[config.mk]
export PLATFORM = sky130hd
export DESIGN_NAME = ldw_row_update
export DESIGN_NICKNAME = d
export VERILOG_FILES = /design/src/hw/rtl/ldw_pkg.sv /design/src/hw/rtl/ldw_row_update.sv
export SDC_FILE = /design/constraint.sdc
export NUM_CORES = 1
export LEC_CHECK = 0
export ABC_CLOCK_PERIOD_IN_PS = 6400
export BUFFER_PORTS_ARGS = -buffer_cell sky130_fd_sc_hd__clkbuf_2
export CAP_MARGIN = 10
export CORE_MARGIN = 2
export CORE_UTILIZATION = 30
export DETAILED_ROUTE_END_ITERATION = 8
export MAX_ROUTING_LAYER = met4
export SLEW_MARGIN = 0
export SYNTH_ARGS = -nofsm -noshare
export SYNTH_HDL_FRONTEND = slang
export SYNTH_SLANG_ARGS = --single-unit
[constraint.sdc]
create_clock -name vclk -period 6.4
set_input_delay 0.64 -clock vclk [all_inputs]
set_output_delay 0.64 -clock vclk [all_outputs]
set_load 0.03 [all_outputs]
[src/hw/rtl/ldw_pkg.sv]
`timescale 1ns / 1ps
// ----------------------------------------------------------------------------
// ldw_pkg
// Shared widths, types and the digit segment table of the LCD digit writer.
// ----------------------------------------------------------------------------
package ldw_pkg;

    localparam int VALUE_W         = 32;
    localparam int DIGITS          = 10;
    localparam int ROWS            = 4;
    localparam int ROW_NIBBLES     = 6;
    localparam int ROW_W           = ROW_NIBBLES * 4;
    localparam int DIGIT_POSITIONS = 6;
    localparam int POS_USED        = (DIGIT_POSITIONS < ROW_NIBBLES) ?
                                     DIGIT_POSITIONS : ROW_NIBBLES;
    localparam int STEPS_PER_STAGE = 8;
    localparam int BCD_STAGES      = VALUE_W / STEPS_PER_STAGE;
    localparam int GLYPH_W         = 16;
    localparam int CNT_W           = 4;

    typedef logic [DIGITS-1:0][3:0]    t_digits;
    typedef logic [ROWS-1:0][ROW_W-1:0] t_rows;

    typedef struct packed {
        logic                neg;
        t_digits             bcd;
        logic [VALUE_W-1:0]  bin;
    } t_conv;

    function automatic logic [GLYPH_W-1:0] f_glyph(input logic [3:0] digit);
        logic [GLYPH_W-1:0] g;
        case (digit)
            4'd0:    g = 16'h1551;
            4'd1:    g = 16'h0110;
            4'd2:    g = 16'h1e11;
            4'd3:    g = 16'h1b11;
            4'd4:    g = 16'h0b50;
            4'd5:    g = 16'h1b41;
            4'd6:    g = 16'h1f41;
            4'd7:    g = 16'h0111;
            4'd8:    g = 16'h1f51;
            4'd9:    g = 16'h0b51;
            default: g = '0;
        endcase
        return g;
    endfunction

endpackage

[src/hw/rtl/ldw_row_update.sv]
`timescale 1ns / 1ps
// ----------------------------------------------------------------------------
// ldw_row_update
// Place the leading characters of the decimal text into the segment rows.
// ----------------------------------------------------------------------------
module ldw_row_update import ldw_pkg::*; (
    input  t_conv i_conv,
    input  t_rows i_rows,
    output t_rows o_rows
);

    always_comb begin
        logic [CNT_W-1:0]   nd;
        logic [CNT_W-1:0]   pos;
        logic [CNT_W-1:0]   j;
        logic [CNT_W-1:0]   idx;
        logic [GLYPH_W-1:0] g;
        nd  = CNT_W'(1);
        pos = '0;
        j   = '0;
        idx = '0;
        g   = '0;
        for (int d = 1; d < DIGITS; d++) begin
            if (i_conv.bcd[d] != 4'd0) begin
                nd = CNT_W'(d + 1);
            end
        end
        o_rows = i_rows;
        for (int p = 0; p < POS_USED; p++) begin
            pos = CNT_W'(p);
            j   = pos - CNT_W'(i_conv.neg);
            // minus sign holds its position without writing
            if (!(i_conv.neg && pos == '0) && j < nd) begin
                idx = nd - CNT_W'(1) - j;
                g   = f_glyph(i_conv.bcd[idx]);
                for (int k = 0; k < ROWS; k++) begin
                    o_rows[k][4*p +: 4] = g[4*k +: 4];
                end
            end
        end
    end

endmodule
==> impl_metrics.ini <==
[global_route]
grt_pass1_vias = 4677
grt_pass1_wl_um = 22600
antenna_found_initial = 0
grt_use_total_pct = 17.3
grt_start_max_net_pins = 24
overflow = 0

[timing]
hold_viol = 0
maxSlewViolCount = 0
fmax_ghz = 0.172
tightest_slew_ns = 1.16
setup_slack_ns = 0.579
finalCritPeriodShare_pct = 91.0
finalSetupTns_ns = 0
grt_setup_unrepaired = no
min_period_ns = 5.82
setup_viol = 0
max-slew-margin-rel_pct = 22.3

[synthesis]
synthesis.instances = 592
yosys.area_share.simple_pct = 29.5
ys_seq_area_share_pct = 0
synth.area.mux_share_pct = 22.1
synth_area_mm2 = 0.00444
synth_nets = 809
synth_compound_area_share_pct = 25.3
yosysWarnings = 0
synth_cell_type_count = 83
synth_top_family_by_area = simple AND/OR/NAND/NOR gates
synth_xor_xnor_area_share_pct = 3.52
synthAdderAreaFrac_pct = 13.9
syn_area_per_cell_um2 = 7.50

[detailed_routing]
vias = 5203
via_per_inst = 5.21
drtAntennaViolNets = 0
drc = 0
first_iter_violations = 238
wire_per_inst_um = 14.4
firstDrtPassIters = 5
wirelength_um = 14400

[power]
p_comb_share_pct = 100.0
intPower_uw = 333
vdd_drop_max_uv = 110
clkPwrFrac_pct = 0
leakage_uw = 0.00294
cellPowerDensity_mw_per_mm2 = 151
swShare_pct = 62.5
seq_power_share_pct = 0
p_switching_uw = 555

[placed_design]
gp_congestion = 0.930
dp_hpwl_um = 12300
place.port_buffers = 233
dp_cells = 998
pre_cts_ws_ns = 0.368

[final_layout]
layout.cells.non_filler = 999
fill_cells = 1530
antenna_cells = 0
seq_area_um2 = 0
nNetsFinal = 1034
final_core_util_pct = 40.7
nFlopsAndLatches = 0
drive_gt1_share_pct = 40.9
clock_buffers = 0
syn_to_final_growth_pct = 32.6

[critical_path]
crit_path_end_kind = output pin
start_kind = input port
cp.required_ns = 5.76
critPathKind = in2out
arrival_ns = 5.18
path_max_fanout = 12

[die]
dieArea_mm2 = 0.0158
core_area_mm2 = 0.0145
fp-row-count = 44
die_w_um = 126
pin_count = 265
die_h_um = 126
start_util_pct = 30.7

[outcome]
status = finished clean

[flow_run]
maxCapViolCount = 0

[worst_hold_path]
worstHoldPathType = in2out

[cts]
cts_hold_buffers = 0
cts_setup_buffers = 0
## kinds of logic (layout without fill, tap and decap cells)
family,after synthesis,count (layout)
adder cells (fa/ha/maj),48,48
buffers and inverters,64,287
multiplexers,78,78
AO/OA/AOI/OAI,155,155
AND/OR/NAND/NOR,236,236
XOR/XNOR,11,11
## placed cells by master, fill, tap and decap left out, types with 5 or more instances in the layout
master	count
a211oi_1	7
a21o_1	6
a21oi_1	31
and2_1	56
buf_4	18
clkbuf_2	233
ha_1	43
inv_1	34
mux2_2	20
mux2i_1	41
mux4_2	11
nand2_1	64
nand2b_1	8
nand3_1	14
nand4_1	5
nor2_1	37
nor3_1	11
nor4_1	5
nor4_2	5
o211ai_1	14
o21ai_0	25
o21ai_1	7
or4_4	5
## metrics by stage
step	total power (uW)	cell area (um^2)	hold WS, ns
6_report	888	5890	1.62
5_1_grt	969	5890	1.65
4_1_cts	886	5860	1.63
3_5_place_dp	881	5860	1.62
3_3_place_gp	881	5860	1.62
2_1_floorplan	634	4440	1.49
## timing repair
action	CTS	global route
setup endpoints to repair	0	10
endpoints found under the hold margin	0	0
resized for setup	0	6
## power by group through the flow
stage / Clock [uW] / Sequential (uW) / Combinational, uW
2_1_floorplan: 0 / 0 / 634
4_1_cts: 0 / 0 / 886
3_5_place_dp: 0 / 0 / 881
5_1_grt: 0 / 0 / 969
6_report: 0 / 0 / 888
3_3_place_gp: 0 / 0 / 881
## path summary, 6_finish.rpt
check                  start  slack [ns]         end  depth (start not counted)
setup / recovery  i_conv[44]        0.58  o_rows[65]                         19
hold / removal    i_rows[72]        1.62  o_rows[72]                          4
## routing by layer
| metal | GRT usage, % | wire length [um] | up-vias |
|---|---|---|---|
| met2 | 31.1 | 6970 | 231 |
| met3 | 0.765 | 909 | 14 |
| met4 | 1.70 | 155 | 0 |
| met1 | 22.5 | 6370 | 2321 |
| li1 | - | - | 2637 |
| met5 | - | 0 | - |
## Yosys cell counts (3+ instances only)
library cell  number  share of area (%)
nor3b_1            3               0.51
o21ai_1            7               0.79
nand2_1           64                5.4
o311ai_1           4               0.79
xnor2_1            5               0.99
o21a_1             4               0.68
mux2i_1           42                9.5
nor2_1            37                3.1
buf_2              6               0.68
nor4_2             5                1.4
o22a_1             3               0.59
o22ai_1            4               0.56
nor3_1            12                1.4
or2_2              3               0.42
a21o_1             6                1.0
nand2b_1           8                1.1
nand3_1           14                1.6
inv_1             34                2.9
a21oi_1           32                3.6
o211ai_1          14                2.4
a221oi_1           3               0.59
nand3b_1           4               0.68
a211oi_1           7                1.2
xnor3_2            4                2.1
or4_4              5                1.3
o21bai_1           3               0.51
nor2_4             3               0.76
ha_1              46                 13
o21ai_0           25                2.8
nand4_1            5               0.70
mux2_2            20                5.1
and2_1            56                7.9
clkbuf_1          21                1.8
a32oi_1            3               0.59
nor4_1             5               0.70
o31ai_1            3               0.51
mux4_2            11                5.6
## final cells by class
cell class / instances / area [um^2] / area share, %
multi-input combinational: 528 / 4220 / 71.6
tap: 184 / 230 / 3.91
timing repair buffer: 251 / 1300 / 22.1
inverter: 36 / 139 / 2.36
## critical path: stages
cell and delay [ns]:
clkbuf_2 0.11, or4_1 0.65, a21oi_1 0.16, o21ai_0 0.09
a21oi_1 0.20, o21ai_0 0.14, ha_2 0.38, fa_1 0.49
buf_4 0.21, clkinvlp_4 0.21, mux2_2 0.32, mux2_2 0.28
mux2i_2 0.23, inv_1 0.13, ha_1 0.19, nor3b_1 0.25
a211oi_1 0.11, a21oi_1 0.16, clkbuf_2 0.22
No activity file was read; power rests on OpenSTA's default activity.
