[config.mk]
export PLATFORM = sky130hd
export DESIGN_NAME = ldw_bcd_stage
export DESIGN_NICKNAME = d
export VERILOG_FILES = /design/src/hw/rtl/ldw_pkg.sv /design/src/hw/rtl/ldw_bcd_stage.sv
export SDC_FILE = /design/constraint.sdc
export NUM_CORES = 1
export LEC_CHECK = 0
export BUFFER_PORTS_ARGS = -buffer_cell sky130_fd_sc_hd__buf_2
export CORE_ASPECT_RATIO = 1.2
export CORE_MARGIN = 2
export CORE_UTILIZATION = 35
export DETAILED_ROUTE_END_ITERATION = 7
export GPL_ROUTABILITY_DRIVEN = 0
export GPL_TIMING_DRIVEN = 1
export PLACE_DENSITY = 0.52
export SYNTH_ARGS = -nofsm -noshare
export SYNTH_HDL_FRONTEND = slang
export SYNTH_SLANG_ARGS = --single-unit
[constraint.sdc]
create_clock -name vclk -period 6.4
set_input_delay 0.32 -clock vclk [all_inputs]
set_output_delay 0.32 -clock vclk [all_outputs]
set_load 0.005 [all_outputs]
[src/hw/rtl/ldw_pkg.sv]
`timescale 1ns / 1ps
// ----------------------------------------------------------------------------
// ldw_pkg
// Shared widths, types and the digit segment table of the LCD digit writer.
// ----------------------------------------------------------------------------
package ldw_pkg;

    localparam int VALUE_W         = 32;
    localparam int DIGITS          = 10;
    localparam int ROWS            = 4;
    localparam int ROW_NIBBLES     = 6;
    localparam int ROW_W           = ROW_NIBBLES * 4;
    localparam int DIGIT_POSITIONS = 6;
    localparam int POS_USED        = (DIGIT_POSITIONS < ROW_NIBBLES) ?
                                     DIGIT_POSITIONS : ROW_NIBBLES;
    localparam int STEPS_PER_STAGE = 8;
    localparam int BCD_STAGES      = VALUE_W / STEPS_PER_STAGE;
    localparam int GLYPH_W         = 16;
    localparam int CNT_W           = 4;

    typedef logic [DIGITS-1:0][3:0]    t_digits;
    typedef logic [ROWS-1:0][ROW_W-1:0] t_rows;

    typedef struct packed {
        logic                neg;
        t_digits             bcd;
        logic [VALUE_W-1:0]  bin;
    } t_conv;

    function automatic logic [GLYPH_W-1:0] f_glyph(input logic [3:0] digit);
        logic [GLYPH_W-1:0] g;
        case (digit)
            4'd0:    g = 16'h1551;
            4'd1:    g = 16'h0110;
            4'd2:    g = 16'h1e11;
            4'd3:    g = 16'h1b11;
            4'd4:    g = 16'h0b50;
            4'd5:    g = 16'h1b41;
            4'd6:    g = 16'h1f41;
            4'd7:    g = 16'h0111;
            4'd8:    g = 16'h1f51;
            4'd9:    g = 16'h0b51;
            default: g = '0;
        endcase
        return g;
    endfunction

endpackage

[src/hw/rtl/ldw_bcd_stage.sv]
`timescale 1ns / 1ps
// ----------------------------------------------------------------------------
// ldw_bcd_stage
// Eight shift-and-add-3 steps of the binary to BCD conversion.
// ----------------------------------------------------------------------------
module ldw_bcd_stage import ldw_pkg::*; (
    input  t_conv i_conv,
    output t_conv o_conv
);

    always_comb begin
        t_conv c;
        c = i_conv;
        for (int s = 0; s < STEPS_PER_STAGE; s++) begin
            for (int d = 0; d < DIGITS; d++) begin
                if (c.bcd[d] >= 4'd5) begin
                    c.bcd[d] = c.bcd[d] + 4'd3;
                end
            end
            {c.bcd, c.bin} = {c.bcd, c.bin} << 1;
        end
        o_conv = c;
    end

endmodule

==> impl_metrics.csv, run 1 <==
group,metric,value,unit
cells_and_area,clkbuf_count,0,
yosys,yosysSeqAreaShare,0,%
die,die_h,200,µm
yosys,synthDistinctLibCells,120,
sta,slew_headroom,54.4,%
sta,min_period,6210,ps
sta,tightestPinTransition,679,ps
cells_and_area,flops_and_latches,0,
cells_and_area,final_common_cell,"buf_4",
cells_and_area,drive_gt1_share,36.5,%
detailed_routing,drt_iter0_markers,632,
yosys,syn_area_per_cell,6.73,µm²
setup_path,cp-end-kind,"output pin",
cells_and_area,fin_nets,2060,
setup_path,crit_path_max_incr_delay,430,ps
global_routing,antenna_found_initial,5,
yosys,yosys_warnings,0,
placed_design,hpwl,24700,µm
cells_and_area,fill_cells,3209,
setup_path,worst_path_max_delay_cell,"or3_4",
setup_path,cp-start-kind,"input pin",
die,num_rows,71,
min_path,hold_depth,0,
detailed_routing,first_pass_iters,8,
detailed_routing,drc,6,
die,core_area,0.0314,mm²
placed_design,io_buffers,86,
global_routing,grtUsageTotal,17.1,%
status,violations,"DRC",
cells_and_area,syn2layout_area_growth,32.7,%
sta,fin_tns_setup,0,ps
setup_path,crit_path_start,"i_conv[56]",
global_routing,grt_pass1_wl,52100,µm
sta,setup_viol,0,
global_routing,overflow,0,
setup_path,arrival,5890,ps
setup_path,path_class,"input pin to output pin",
detailed_routing,drt-total-wl,32000,µm
placed_design,pre_cts_ws,-456,ps
die,io_pins,146,
cells_and_area,final_cell_mix,"buf_4, nand2_1, nor2_1",
setup_path,critPathMaxFanout,5,
global_routing,grt_max_degree,19,
die,floorplan.initialDensity,35.6,%
sta,slew_viol_final,0,
min_path,hp-start,"i_conv[4]",
setup_path,required,6080,ps
detailed_routing,ant_nets,0,
detailed_routing,routedWlPerCell,13.7,µm
yosys,synth_cells,1664,
sta,max_freq,161,MHz
yosys,syn_area,0.0112,mm²
clock_tree,hold_buffers,0,
cells_and_area,post-route-util,47.2,%
setup_path,cp_common_cell,"ha_2",
detailed_routing,vias_per_cell,5.71,
min_path,min_path_type,"input pin to output pin",
detailed_routing,via_count,13300,
sta,finalHoldViolations,0,
die,die_w,167,µm
cells_and_area,register_area,0,µm²
sta,post-route-period-util,97.1,%
status,status,"finished with violations",
run,cap_violations,0,
die,die_area,0.0334,mm²
global_routing,grt_pass1_vias,12000,
sta,setup_ws,186,ps
cells in the mapped netlist (38+ instances only):
cell type | n | area share, %
nand2_1 | 151 | 5.1
nor2_1 | 144 | 4.8
o21ai_0 | 101 | 4.5
a21oi_1 | 95 | 4.2
inv_1 | 88 | 3.0
ha_1 | 60 | 6.7
nor3_1 | 51 | 2.3
nand3_1 | 48 | 2.1
nand2b_1 | 41 | 2.3
buf_4 | 40 | 2.7
mux2i_1 | 39 | 3.5
o21ai_1 | 38 | 1.7
layout make-up:
cell class,count,area (µm²),area share [%]
repair buffers,343,2420,16.3
diodes,3,7.51,0.0505
inverters,100,400,2.70
multi-input cells,1482,11500,77.6
well taps,401,502,3.38
critical path, delay by kind of cell:
kind	cells	cell delay [ps]
AOI/OAI and AO/OA	9	1440
xor gates and xnor gates	2	380
adders and majority gates	7	1350
buffers and inverters	6	620
muxes	2	490
and+or+nand+nor	9	1300
metrics by stage:
stage          cells  hold slack, ps  instance area [µm²]
2_1_floorplan   1671             721                11200
3_3_place_gp    2270             640                13200
3_5_place_dp    2270             640                13200
4_1_cts         2276             640                13300
5_1_grt         2326             640                14800
6_report        2329             640                14900
cells by family after synthesis:
family / synth area share, %
compound gates: 44.1
xor+xnor: 4.05
buf+inv: 8.03
simple gates: 28.7
fa+ha+maj: 7.25
other cells: 0.0335
mux: 7.87
final timing paths:
kind / to / slack, ps
setup / recovery: o_conv[70] / 190
hold / removal: o_conv[12] / 640
per-layer routing:
layer	vias up	share of wire (%)	GRT usage [%]
met5	-	0.078	0
met4	4	0.28	0.837
met3	16	2.2	0.946
met2	156	53	34.6
met1	6259	44	20.7
li1	6859	-	-
repair_timing:
action,in CTS,in global routing
pin swaps,14,98
gates resized for setup,25,254
endpoints found under the setup margin,14,35
setup buffers,6,51
Power of run 1 is not shown: default switching activity piles up to over one toggle a cycle in this logic, so the estimate is an artifact.
==> run 2, diff against run 1 <==
Settings changed: REMOVE_ABC_BUFFERS set to 1.
==> run 2 against run 1 <==
Against the previous run: the run still ends with DRC left; worst setup slack better by 34 ps; global-route usage rose by 0.43 points; critical path depth is the same; cell area up 0.31%; first-iteration DRC count grew 6.0%; worst hold slack about the same; core utilization grew 0.15 points; die area did not move; sequential share of layout area unchanged; via count grew 1.1%; maximum frequency increased by 0.55%; critical path type unchanged; critical endpoint unchanged; largest cell class unchanged.
==> impl_metrics.csv, run 2 (same netlist as run 1, synthesis figures left out) <==
group,metric,value,unit
detailed_routing,first_pass_iters,7,
sta,finalHoldViolations,0,
sta,tightestPinTransition,866,ps
global_routing,grt_max_degree,19,
status,status,"finished with violations",
setup_path,cp-end-kind,"output pin",
global_routing,grtUsageTotal,17.5,%
setup_path,cp_common_cell,"ha_2",
die,num_rows,71,
cells_and_area,register_area,0,µm²
detailed_routing,routedWlPerCell,13.8,µm
die,die_h,200,µm
detailed_routing,vias_per_cell,5.71,
setup_path,required,6080,ps
setup_path,critPathMaxFanout,5,
setup_path,crit_buf_inv,7,
die,floorplan.initialDensity,35.6,%
detailed_routing,ant_nets,0,
setup_path,crit_path_max_incr_delay,370,ps
cells_and_area,clkbuf_count,0,
cells_and_area,final_cell_mix,"buf_4, nand2_1, nor2_1",
cells_and_area,flops_and_latches,0,
min_path,min_path_type,"input pin to output pin",
cells_and_area,fin_nets,2087,
run,cap_violations,0,
min_path,whs_endpoint,"o_conv[14]",
cells_and_area,final_common_cell,"buf_4",
detailed_routing,drc,8,
die,die_w,167,µm
sta,min_period,6180,ps
cells_and_area,syn2layout_area_growth,33.1,%
sta,post-route-period-util,96.6,%
sta,max_freq,162,MHz
min_path,hold_depth,0,
global_routing,grt_pass1_wl,52900,µm
die,io_pins,146,
placed_design,io_buffers,86,
sta,slew_headroom,42.2,%
clock_tree,hold_buffers,0,
global_routing,grt_pass1_vias,12100,
die,die_area,0.0334,mm²
sta,slew_viol_final,0,
status,violations,"DRC",
placed_design,hpwl,25400,µm
cells_and_area,post-route-util,47.4,%
setup_path,path_class,"input pin to output pin",
sta,setup_viol,0,
setup_path,cp-start-kind,"input pin",
detailed_routing,drt-total-wl,32500,µm
die,core_area,0.0314,mm²
sta,rsz0062_at_grt,"yes",
detailed_routing,via_count,13400,
cells_and_area,fill_cells,3215,
detailed_routing,drt_iter0_markers,670,
cells_and_area,drive_gt1_share,37.3,%
setup_path,worst_path_max_delay_cell,"or3_4",
setup_path,critical_path_depth,35,
global_routing,antenna_found_initial,1,
setup_path,arrival,5860,ps
global_routing,overflow,0,
setup_path,path_delay_family,"compound AO/OA/AOI/OAI gates",
min_path,hp-start,"i_conv[6]",
run 2: layout make-up:
type	count	area (µm²)	share of cell area [%]
multi-input cells	1482	11400	76.6
diodes	1	2.50	0.0168
repair buffers	370	2590	17.4
well taps	401	502	3.37
inverters	100	392	2.63
run 2: routing by layer:
metal  global-route usage, %  vias up  wire length, µm
met3                    1.16       22              936
met4                    1.13        0              259
li1                        -     6920                -
met2                    34.7      211            17000
met1                    21.5     6292            14300
met5                   0.580        -                0
run 2: repair_timing:
item | CTS | global route
gates cloned | 0 | 0
setup buffers | 4 | 47
resized for setup | 18 | 239
pin swaps | 9 | 98
endpoints found under the setup margin | 15 | 35
run 2: per-stage QoR:
stage | hold WS, ps | std cells | setup slack [ps] | setup TNS (ps) | instance area [µm²]
after CTS | 640 | 2306 | -2.47 | -2.47 | 13500
after floorplan | 640 | 1582 | -542 | -4580 | 10700
after global placement | 640 | 2302 | -260 | -448 | 13400
after detailed placement | 640 | 2302 | -415 | -903 | 13400
final | 640 | 2354 | 220 | 0 | 14900
after global routing | 640 | 2354 | -151 | -688 | 14900
run 2: worst max path at each step:
stage | startpoint | to
floorplan | i_conv[57] | o_conv[70]
detailed placement | i_conv[69] | o_conv[70]
global placement | i_conv[69] | o_conv[70]
CTS | i_conv[69] | o_conv[70]
global route | i_conv[60] | o_conv[70]
finish | i_conv[64] | o_conv[70]
Power of run 2 is left out for the same reason.
